===== config.mk =====
export PLATFORM = sky130hd
export DESIGN_NAME = virtqueue_descriptor_ring_manager
export DESIGN_NICKNAME = d
export VERILOG_FILES = /design/src/design/vdrm_pkg.sv /design/src/design/virtqueue_descriptor_ring_manager.sv
export SDC_FILE = /design/constraint.sdc
export NUM_CORES = 2
export LEC_CHECK = 0
export BUFFER_PORTS_ARGS = -buffer_cell sky130_fd_sc_hd__buf_2
export CELL_PAD_IN_SITES_DETAIL_PLACEMENT = 0
export CELL_PAD_IN_SITES_GLOBAL_PLACEMENT = 1
export CORE_MARGIN = 2
export CORE_UTILIZATION = 58
export CTS_CLUSTER_SIZE = 16
export DETAILED_ROUTE_END_ITERATION = 6
export PLACE_DENSITY_LB_ADDON = 0.1
export SYNTH_ARGS = -nofsm -noshare
export SYNTH_HDL_FRONTEND = slang
export SYNTH_SLANG_ARGS = --single-unit

===== constraint.sdc =====
create_clock -name clock -period 12.9 [get_ports clock]
set_input_delay 2.58 -clock clock [delete_from_list [all_inputs] [get_ports clock]]
set_output_delay 2.58 -clock clock [all_outputs]
set_load 0.02 [all_outputs]

===== src/design/vdrm_pkg.sv =====
// ----------------------------------------------------------------------------
// Descriptor ring manager package
// Shared types and codes for the split virtqueue descriptor ring producer.
// ----------------------------------------------------------------------------
`default_nettype none

package vdrm_pkg;

   // Configuration register indexes
   localparam int                CSR_INDEX_W        = 2;
   localparam logic [CSR_INDEX_W-1:0] CSR_HEADER_ADDRESS = 2'd0;
   localparam logic [CSR_INDEX_W-1:0] CSR_QUEUE_ID       = 2'd1;

   // Request modes
   localparam logic [1:0] MODE_START   = 2'd0;
   localparam logic [1:0] MODE_SEGMENT = 2'd1;
   localparam logic [1:0] MODE_USED    = 2'd2;

   // Result kinds
   localparam logic [2:0] KIND_DESC   = 3'd0;
   localparam logic [2:0] KIND_AVAIL  = 3'd1;
   localparam logic [2:0] KIND_NOTIFY = 3'd2;
   localparam logic [2:0] KIND_REJECT = 3'd3;
   localparam logic [2:0] KIND_DONE   = 3'd4;
   localparam logic [2:0] KIND_ERROR  = 3'd5;

   // Descriptor flags
   localparam logic [1:0] FLAG_NEXT  = 2'b01;
   localparam logic [1:0] FLAG_WRITE = 2'b10;

   localparam logic [31:0] HEADER_SIZE = 32'd16;

   typedef enum logic [1:0] {
      ST_IDLE,
      ST_EXEC,
      ST_AVAIL,
      ST_NOTIFY
   } state_type;

endpackage : vdrm_pkg

`default_nettype wire


===== src/design/virtqueue_descriptor_ring_manager.sv =====
// ----------------------------------------------------------------------------
// Virtqueue descriptor ring manager
// Driver-side producer for a split virtqueue with in-order reclaim.
// ----------------------------------------------------------------------------
// Usage:
//   req_* carries one item per transfer: a start (segment count), a buffer
//   segment (address, length) or a used ring entry from the device. rsp_*
//   returns the results: descriptor writes, the available ring write, the
//   queue notify, or a reject / completion / error. rsp_last marks the final
//   result of an item. csr_* writes header_address and queue_id; csr_ready is
//   always high and writes take effect on the next cycle.
//   An item is taken in ST_IDLE and executed in ST_EXEC; a final segment
//   adds ST_AVAIL and ST_NOTIFY for the avail write and the notify. The
//   chain length store is a synchronous memory, read continuously at the
//   oldest chain head, so a used entry needs no separate read state.
//   A new item is accepted while the last result still sits in the output
//   register. When rsp_stall is high the output register holds its result
//   and execution waits for it to drain.
//   Synchronous reset empties the ring (QUEUE_SIZE - 2 free descriptors),
//   clears the counters and the output valid flag; no clearing pass is run.
// ----------------------------------------------------------------------------
`default_nettype none

module virtqueue_descriptor_ring_manager #(
   parameter int QUEUE_SIZE = 256
) (
   input  wire                              clock,
   input  wire                              reset,

   input  wire                              req_valid,
   output logic                             req_stall,
   input  wire  [1:0]                       req_mode,
   input  wire  [7:0]                       req_segment_count,
   input  wire  [63:0]                      req_buffer_address,
   input  wire  [31:0]                      req_buffer_length,
   input  wire  [7:0]                       req_used_id,

   output logic                             rsp_valid,
   input  wire                              rsp_stall,
   output logic [2:0]                       rsp_kind,
   output logic [7:0]                       rsp_slot,
   output logic [63:0]                      rsp_desc_address,
   output logic [31:0]                      rsp_desc_length,
   output logic [1:0]                       rsp_desc_flags,
   output logic [7:0]                       rsp_next_slot,
   output logic [7:0]                       rsp_ring_value,
   output logic [3:0]                       rsp_notify_queue,
   output logic [7:0]                       rsp_free_count,
   output logic                             rsp_last,

   input  wire                              csr_valid,
   output logic                             csr_ready,
   input  wire  [vdrm_pkg::CSR_INDEX_W-1:0] csr_index,
   input  wire  [63:0]                      csr_data
);

   import vdrm_pkg::*;

   localparam int IDX_W = (QUEUE_SIZE > 1) ? $clog2(QUEUE_SIZE) : 1;
   localparam int SW    = ((IDX_W > 8) ? IDX_W : 8) + 1;
   localparam logic [SW-1:0]    QSIZE    = SW'(QUEUE_SIZE);
   localparam logic [IDX_W-1:0] LAST_IDX = IDX_W'(QUEUE_SIZE - 1);
   localparam logic [IDX_W-1:0] FREE_RST = IDX_W'(QUEUE_SIZE - 2);

   // Configuration
   logic [63:0]      header_address_ff;
   logic [3:0]       queue_id_ff;

   // Control state
   state_type        state_ff, state_in;
   logic [IDX_W-1:0] next_free_ff, next_free_in;
   logic [IDX_W-1:0] oldest_head_ff, oldest_head_in;
   logic [IDX_W-1:0] free_ff, free_in;
   logic [15:0]      avail_idx_ff, avail_idx_in;
   logic [IDX_W-1:0] avail_slot_ff, avail_slot_in;
   logic             open_ff, open_in;
   logic [7:0]       seg_left_ff, seg_left_in;
   logic [7:0]       seg_pos_ff, seg_pos_in;

   // Captured request
   logic [1:0]       req_mode_ff;
   logic [7:0]       req_count_ff;
   logic [63:0]      req_addr_ff;
   logic [31:0]      req_len_ff;
   logic [7:0]       req_id_ff;

   // Chain length store
   logic [7:0]       chain_mem [QUEUE_SIZE];
   logic [7:0]       chain_rd_ff;
   logic             chain_we;

   // Output register
   logic             rsp_valid_ff, rsp_valid_in;
   logic [2:0]       rsp_kind_ff, rsp_kind_in;
   logic [7:0]       rsp_slot_ff, rsp_slot_in;
   logic [63:0]      rsp_addr_ff, rsp_addr_in;
   logic [31:0]      rsp_len_ff, rsp_len_in;
   logic [1:0]       rsp_flags_ff, rsp_flags_in;
   logic [7:0]       rsp_next_ff, rsp_next_in;
   logic [7:0]       rsp_ring_ff, rsp_ring_in;
   logic [3:0]       rsp_nq_ff, rsp_nq_in;
   logic [7:0]       rsp_free_ff, rsp_free_in;
   logic             rsp_last_ff, rsp_last_in;
   logic             out_load;
   logic             out_free;
   logic             req_take;

   // Index arithmetic
   logic [SW-1:0]    desc_sum;
   logic [IDX_W-1:0] desc_idx;
   logic [IDX_W-1:0] desc_nxt;
   logic [IDX_W-1:0] head_nxt;
   logic [SW-1:0]    rec_sum;
   logic [IDX_W-1:0] rec_idx;
   logic [IDX_W-1:0] free_after_start;
   logic [IDX_W-1:0] free_after_rec;
   logic             start_bad;
   logic             used_bad;
   logic             seg_final;

   assign csr_ready = 1'b1;
   assign req_stall = (state_ff != ST_IDLE);
   assign req_take  = req_valid && !req_stall;
   assign out_free  = !rsp_valid_ff || !rsp_stall;

   always_ff @(posedge clock) begin
      if (reset) begin
         header_address_ff <= '0;
         queue_id_ff       <= '0;
      end else if (csr_valid && csr_ready) begin
         if (csr_index == CSR_HEADER_ADDRESS) begin
            header_address_ff <= csr_data;
         end
         if (csr_index == CSR_QUEUE_ID) begin
            queue_id_ff <= csr_data[3:0];
         end
      end
   end

   always_ff @(posedge clock) begin
      if (req_take) begin
         req_mode_ff  <= req_mode;
         req_count_ff <= req_segment_count;
         req_addr_ff  <= req_buffer_address;
         req_len_ff   <= req_buffer_length;
         req_id_ff    <= req_used_id;
      end
   end

   // Read the oldest chain head every cycle; writes never overlap a used entry
   always_ff @(posedge clock) begin
      if (chain_we) begin
         chain_mem[next_free_ff] <= req_count_ff;
      end
      chain_rd_ff <= chain_mem[oldest_head_ff];
   end

   always_comb begin
      desc_sum = SW'(next_free_ff) + SW'(seg_pos_ff) + SW'(1);
      desc_idx = (desc_sum >= QSIZE) ? IDX_W'(desc_sum - QSIZE) : IDX_W'(desc_sum);
      desc_nxt = (desc_idx == LAST_IDX) ? '0 : desc_idx + IDX_W'(1);
      head_nxt = (next_free_ff == LAST_IDX) ? '0 : next_free_ff + IDX_W'(1);
      rec_sum  = SW'(oldest_head_ff) + SW'(chain_rd_ff) + SW'(1);
      rec_idx  = (rec_sum >= QSIZE) ? IDX_W'(rec_sum - QSIZE) : IDX_W'(rec_sum);
      free_after_start = free_ff - IDX_W'(req_count_ff) - IDX_W'(1);
      free_after_rec   = free_ff + IDX_W'(chain_rd_ff) + IDX_W'(1);
      start_bad = open_ff || (req_count_ff == 8'd0) ||
                  (SW'(free_ff) < SW'(req_count_ff) + SW'(1));
      used_bad  = (oldest_head_ff == next_free_ff) ||
                  (SW'(req_id_ff) != SW'(oldest_head_ff));
      seg_final = (seg_left_ff <= 8'd1);
   end

   always_ff @(posedge clock) begin
      if (reset) begin
         state_ff       <= ST_IDLE;
         next_free_ff   <= '0;
         oldest_head_ff <= '0;
         free_ff        <= FREE_RST;
         avail_idx_ff   <= '0;
         avail_slot_ff  <= '0;
         open_ff        <= 1'b0;
         seg_left_ff    <= '0;
         seg_pos_ff     <= '0;
         rsp_valid_ff   <= 1'b0;
      end else begin
         state_ff       <= state_in;
         next_free_ff   <= next_free_in;
         oldest_head_ff <= oldest_head_in;
         free_ff        <= free_in;
         avail_idx_ff   <= avail_idx_in;
         avail_slot_ff  <= avail_slot_in;
         open_ff        <= open_in;
         seg_left_ff    <= seg_left_in;
         seg_pos_ff     <= seg_pos_in;
         rsp_valid_ff   <= rsp_valid_in;
      end
   end

   always_ff @(posedge clock) begin
      if (out_load) begin
         rsp_kind_ff  <= rsp_kind_in;
         rsp_slot_ff  <= rsp_slot_in;
         rsp_addr_ff  <= rsp_addr_in;
         rsp_len_ff   <= rsp_len_in;
         rsp_flags_ff <= rsp_flags_in;
         rsp_next_ff  <= rsp_next_in;
         rsp_ring_ff  <= rsp_ring_in;
         rsp_nq_ff    <= rsp_nq_in;
         rsp_free_ff  <= rsp_free_in;
         rsp_last_ff  <= rsp_last_in;
      end
   end

   always_comb begin
      state_in       = state_ff;
      next_free_in   = next_free_ff;
      oldest_head_in = oldest_head_ff;
      free_in        = free_ff;
      avail_idx_in   = avail_idx_ff;
      avail_slot_in  = avail_slot_ff;
      open_in        = open_ff;
      seg_left_in    = seg_left_ff;
      seg_pos_in     = seg_pos_ff;
      chain_we       = 1'b0;
      out_load       = 1'b0;
      rsp_kind_in    = KIND_ERROR;
      rsp_slot_in    = '0;
      rsp_addr_in    = '0;
      rsp_len_in     = '0;
      rsp_flags_in   = '0;
      rsp_next_in    = '0;
      rsp_ring_in    = '0;
      rsp_nq_in      = '0;
      rsp_free_in    = 8'(free_ff);
      rsp_last_in    = 1'b1;

      unique case (state_ff)
         ST_IDLE: begin
            if (req_take) begin
               state_in = ST_EXEC;
            end
         end

         ST_EXEC: begin
            // hold until the output register can take a result
            if (out_free) begin
               out_load = 1'b1;
               state_in = ST_IDLE;
               unique case (req_mode_ff)
                  MODE_START: begin
                     if (start_bad) begin
                        rsp_kind_in = KIND_REJECT;
                     end else begin
                        free_in      = free_after_start;
                        chain_we     = 1'b1;
                        open_in      = 1'b1;
                        seg_left_in  = req_count_ff;
                        seg_pos_in   = '0;
                        rsp_kind_in  = KIND_DESC;
                        rsp_slot_in  = 8'(next_free_ff);
                        rsp_addr_in  = header_address_ff;
                        rsp_len_in   = HEADER_SIZE;
                        rsp_flags_in = FLAG_NEXT;
                        rsp_next_in  = 8'(head_nxt);
                        rsp_free_in  = 8'(free_after_start);
                     end
                  end
                  MODE_SEGMENT: begin
                     if (open_ff) begin
                        seg_pos_in   = seg_pos_ff + 8'd1;
                        seg_left_in  = seg_left_ff - 8'd1;
                        rsp_kind_in  = KIND_DESC;
                        rsp_slot_in  = 8'(desc_idx);
                        rsp_addr_in  = req_addr_ff;
                        rsp_len_in   = req_len_ff;
                        rsp_flags_in = seg_final ? FLAG_WRITE : (FLAG_WRITE | FLAG_NEXT);
                        rsp_next_in  = 8'(desc_nxt);
                        rsp_last_in  = !seg_final;
                        if (seg_final) begin
                           state_in = ST_AVAIL;
                        end
                     end
                  end
                  MODE_USED: begin
                     if (!used_bad) begin
                        free_in        = free_after_rec;
                        oldest_head_in = rec_idx;
                        rsp_kind_in    = KIND_DONE;
                        rsp_slot_in    = 8'(oldest_head_ff);
                        rsp_free_in    = 8'(free_after_rec);
                     end
                  end
                  default: begin
                     rsp_kind_in = KIND_ERROR;
                  end
               endcase
            end
         end

         ST_AVAIL: begin
            if (out_free) begin
               out_load     = 1'b1;
               state_in     = ST_NOTIFY;
               rsp_kind_in  = KIND_AVAIL;
               rsp_slot_in  = 8'(avail_slot_ff);
               rsp_ring_in  = 8'(next_free_ff);
               rsp_last_in  = 1'b0;
               // segment position already counts the final segment here
               next_free_in = desc_idx;
               avail_idx_in = avail_idx_ff + 16'd1;
               if ((avail_slot_ff == LAST_IDX) || (avail_idx_ff == 16'hFFFF)) begin
                  avail_slot_in = '0;
               end else begin
                  avail_slot_in = avail_slot_ff + IDX_W'(1);
               end
               open_in     = 1'b0;
               seg_left_in = '0;
               seg_pos_in  = '0;
            end
         end

         ST_NOTIFY: begin
            if (out_free) begin
               out_load    = 1'b1;
               state_in    = ST_IDLE;
               rsp_kind_in = KIND_NOTIFY;
               rsp_nq_in   = queue_id_ff;
            end
         end

         default: begin
            state_in = ST_IDLE;
         end
      endcase

      if (out_load) begin
         rsp_valid_in = 1'b1;
      end else begin
         rsp_valid_in = rsp_valid_ff && rsp_stall;
      end
   end

   assign rsp_valid        = rsp_valid_ff;
   assign rsp_kind         = rsp_kind_ff;
   assign rsp_slot         = rsp_slot_ff;
   assign rsp_desc_address = rsp_addr_ff;
   assign rsp_desc_length  = rsp_len_ff;
   assign rsp_desc_flags   = rsp_flags_ff;
   assign rsp_next_slot    = rsp_next_ff;
   assign rsp_ring_value   = rsp_ring_ff;
   assign rsp_notify_queue = rsp_nq_ff;
   assign rsp_free_count   = rsp_free_ff;
   assign rsp_last         = rsp_last_ff;

endmodule : virtqueue_descriptor_ring_manager

`default_nettype wire


==> flow_summary.ini <==
[logic_synthesis]
ys_dominant_reg_cell = edfxtp_1
synth_edf_count = 2300
synth_cell_types = 69
synth_top_area_cell = edfxtp_1
synth_cells = 5040
ys_seq_area_share_pct = 75.1
synthArstFlopShare_pct = 0
yosysWarnings = 0
yosys.area.top_type_share_pct = 72.1
synth.area.top_cells = edfxtp_1 72%, mux4_2 12%, dfxtp_1 3.0%
synth_most_common_cell = edfxtp_1
synthesis.nets = 5282
syn_area_um2 = 95800
synth.avg_cell_area_um2 = 19.0
ys_ff_latch = 2444
synthTopCellsByCount = 2,300 x edfxtp_1, 528 x mux4_2, 412 x nor2_1

[cells_and_area]
num-nets-final = 5639
fin_util_pct = 65.5
drive_above_1_share_pct = 24.2
layout.cells.non_filler = 7808
synthToLayoutAreaGrowth_pct = 12.4

[flow_run]
cap_violations = 0

[setup_path]
r2r_slack_ps = 6560
path_max_fanout = 42
r2r_start = req_count_ff[1]
crit_type = reg2reg
reg2reg_to = chain_mem[148][5]
cp.arrival_ps = 6840
startpoint_type = flip-flop
endpoint_kind = flip-flop
cp_data_required_time_ps = 13390
worstRegToRegCells = 13

[power_and_ir_drop]
power.density_nw_per_um2 = 151
p_int_mw = 12.9
leakage_nw = 33.3
p_clk_share_pct = 42.9
totalPowerFinal_mw = 16.3
swShare_pct = 20.9
power_frac_seq_pct = 54.0
combPwrFrac_pct = 3.0
switchingPower_mw = 3.41
ir_drop_uv = 161

[sta]
max_freq_ghz = 0.158
worst_slew_pin_slew_ps = 1220
hold_viol = 0
relSlewSlack_pct = 18.5
period_share_pct = 49.2
maxSlewViolCount = 0
setup_viol = 0
rsz0062_at_grt = no
fin_setup_tns_ps = 0
setup_ws_ps = 6560
min_period_ps = 6340
skew_ps = 29.4

[cts]
ctsHoldBuffers = 0
cts.htree.levels = 4
cts_buffers = 235
cts_sinks = 2444
ctsResizeCount = 0
root_buffer = clkbuf_16
post-cts-setup-buffers = 0
clkTransAtPathRegs_ps = 60
cts_tree = built
max-clock-path-buffers = 3
insertion_delay_ps = 880

[die]
rows = 149
die_area_um2 = 168000
coreArea_um2 = 164000
initial_core_util_pct = 58.2
die_w_um = 410
ios = 326
die_h_um = 410

[detailed_routing]
drc = 0
vias_per_cell = 6.45
avgRoutedWirePerCell_um = 32.1
dr.max_layer_used = met5
met3_length_um = 25600
drtIter0Drc = 7106
met2_length_um = 119000
drt-pass1-iter-count = 7
drt-total-wl_um = 250000
wl_met1_um = 99000
detail-route-antenna-nets = 0
vias = 50400

[place]
placedCellCount = 7349
place.port_buffers = 324
place.gp.congestion = 0.866
place_ws_ps = 6030
dp_hpwl_um = 150000

[status]
outcome = finished, final reports clean

[grt]
grt_pass1_vias = 49500
grt_pass1_wl_um = 359000
grt_use_total_pct = 29.9
grt_max_degree = 184
gr-total-overflow = 0
antenna_found_initial = 28

[worst_hold_path]
min-delay-start = header_address_ff[2]
hold_depth = 2
hold_class = reg2reg
min_to = header_address_ff[2]
==> metal layers <==
layer	up-vias	GRT usage [%]
li1	21100	-
met1	26000	43.4
met3	374	6.70
met4	8	8.83
met5	-	0.460
met2	2860	46.0
==> final cells by class <==
class / count / area, µm²
inverter: 40 / 150
clock buffer: 279 / 6260
multi-input combinational: 2258 / 22400
antenna: 17 / 42.5
tap: 2189 / 2740
clock inverter: 163 / 1680
fill: 11100 / 56700
timing repair buffer: 418 / 2440
sequential: 2444 / 72000
==> cell usage in the layout (no fill, tap or decap), drive strengths merged, types with 56 or more instances in the layout <==
master,instances
a21oi,168
a22oi,128
buf,418
clkbuf,279
clkinv,100
dfxtp,144
edfxtp,2300
inv,56
mux2i,132
mux4,528
nand2,250
nand3,61
nor2,413
o21ai,61
==> worst max-delay path, cell delays in order, from the launching register on <==
cell,delay (ps)
edfxtp_1,330
buf_4,470
buf_4,610
inv_1,170
ha_1,310
inv_1,40
ha_1,250
nor2b_1,120
o31ai_1,90
a211oi_1,310
o21ai_1,300
nor2_4,830
nand4_1,1040
nor2_1,960
==> metrics by stage <==
stage / hold WS (ps) / instance area, µm²
2_1_floorplan: 437 / 95800
3_3_place_gp: 442 / 99700
3_5_place_dp: 449 / 99700
4_1_cts: 458 / 108000
5_1_grt: 473 / 108000
6_report: 458 / 108000
==> logic make-up after synthesis <==
kind of cell	Yosys count	synth area share, %
multiplexers	660	13.8
flip-flops	2444	75.1
adder cells (fa/ha/maj)	57	0.776
AND/OR/NAND/NOR	926	4.24
AO/OA/AOI/OAI	543	3.80
other	1	0.00392
buffers and inverters	338	1.62
XOR/XNOR	71	0.649
==> worst max path at each step <==
stage / from / endpoint / slack (ps) / cells after the start
global route: req_count_ff[2] / chain_mem[79][2] / 6030 / 12
CTS: req_count_ff[2] / chain_mem[148][6] / 6390 / 12
detailed placement: rsp_stall / chain_mem[149][4] / 6030 / 6
floorplan: rsp_stall / rsp_desc_address[0] / 3780 / 2
global placement: rsp_stall / chain_mem[79][4] / 6210 / 6
finish: req_count_ff[1] / chain_mem[148][5] / 6560 / 13
==> power by group through the flow <==
stage	logic [mW]	clock network (mW)	registers (mW)
5_1_grt	0.532	7.36	8.82
3_5_place_dp	0.498	0	8.98
4_1_cts	0.500	7.07	8.81
2_1_floorplan	0.140	0	9.12
3_3_place_gp	0.502	0	8.98
6_report	0.496	7.00	8.81
==> registers in the layout, summed over array words and instances (netlist names), 8 cells and up, named ones only <==
| signal | count |
|---|---|
| avail_idx_ff | 16 |
| header_address_ff | 64 |
| req_count_ff | 8 |
| rsp_ring_value | 8 |
| seg_left_ff | 8 |
| seg_pos_ff | 8 |
| rsp_slot | 8 |
| chain_rd_ff | 8 |
| rsp_desc_address | 64 |
| avail_slot_ff | 8 |
| rsp_desc_length | 32 |
| rsp_free_count | 8 |
| oldest_head_ff | 8 |
| chain_mem | 2048 |
| rsp_next_slot | 8 |
| free_ff | 8 |
| req_addr_ff | 64 |
| req_id_ff | 8 |
| next_free_ff | 8 |
| req_len_ff | 32 |
(Power assumes the default switching activity.)
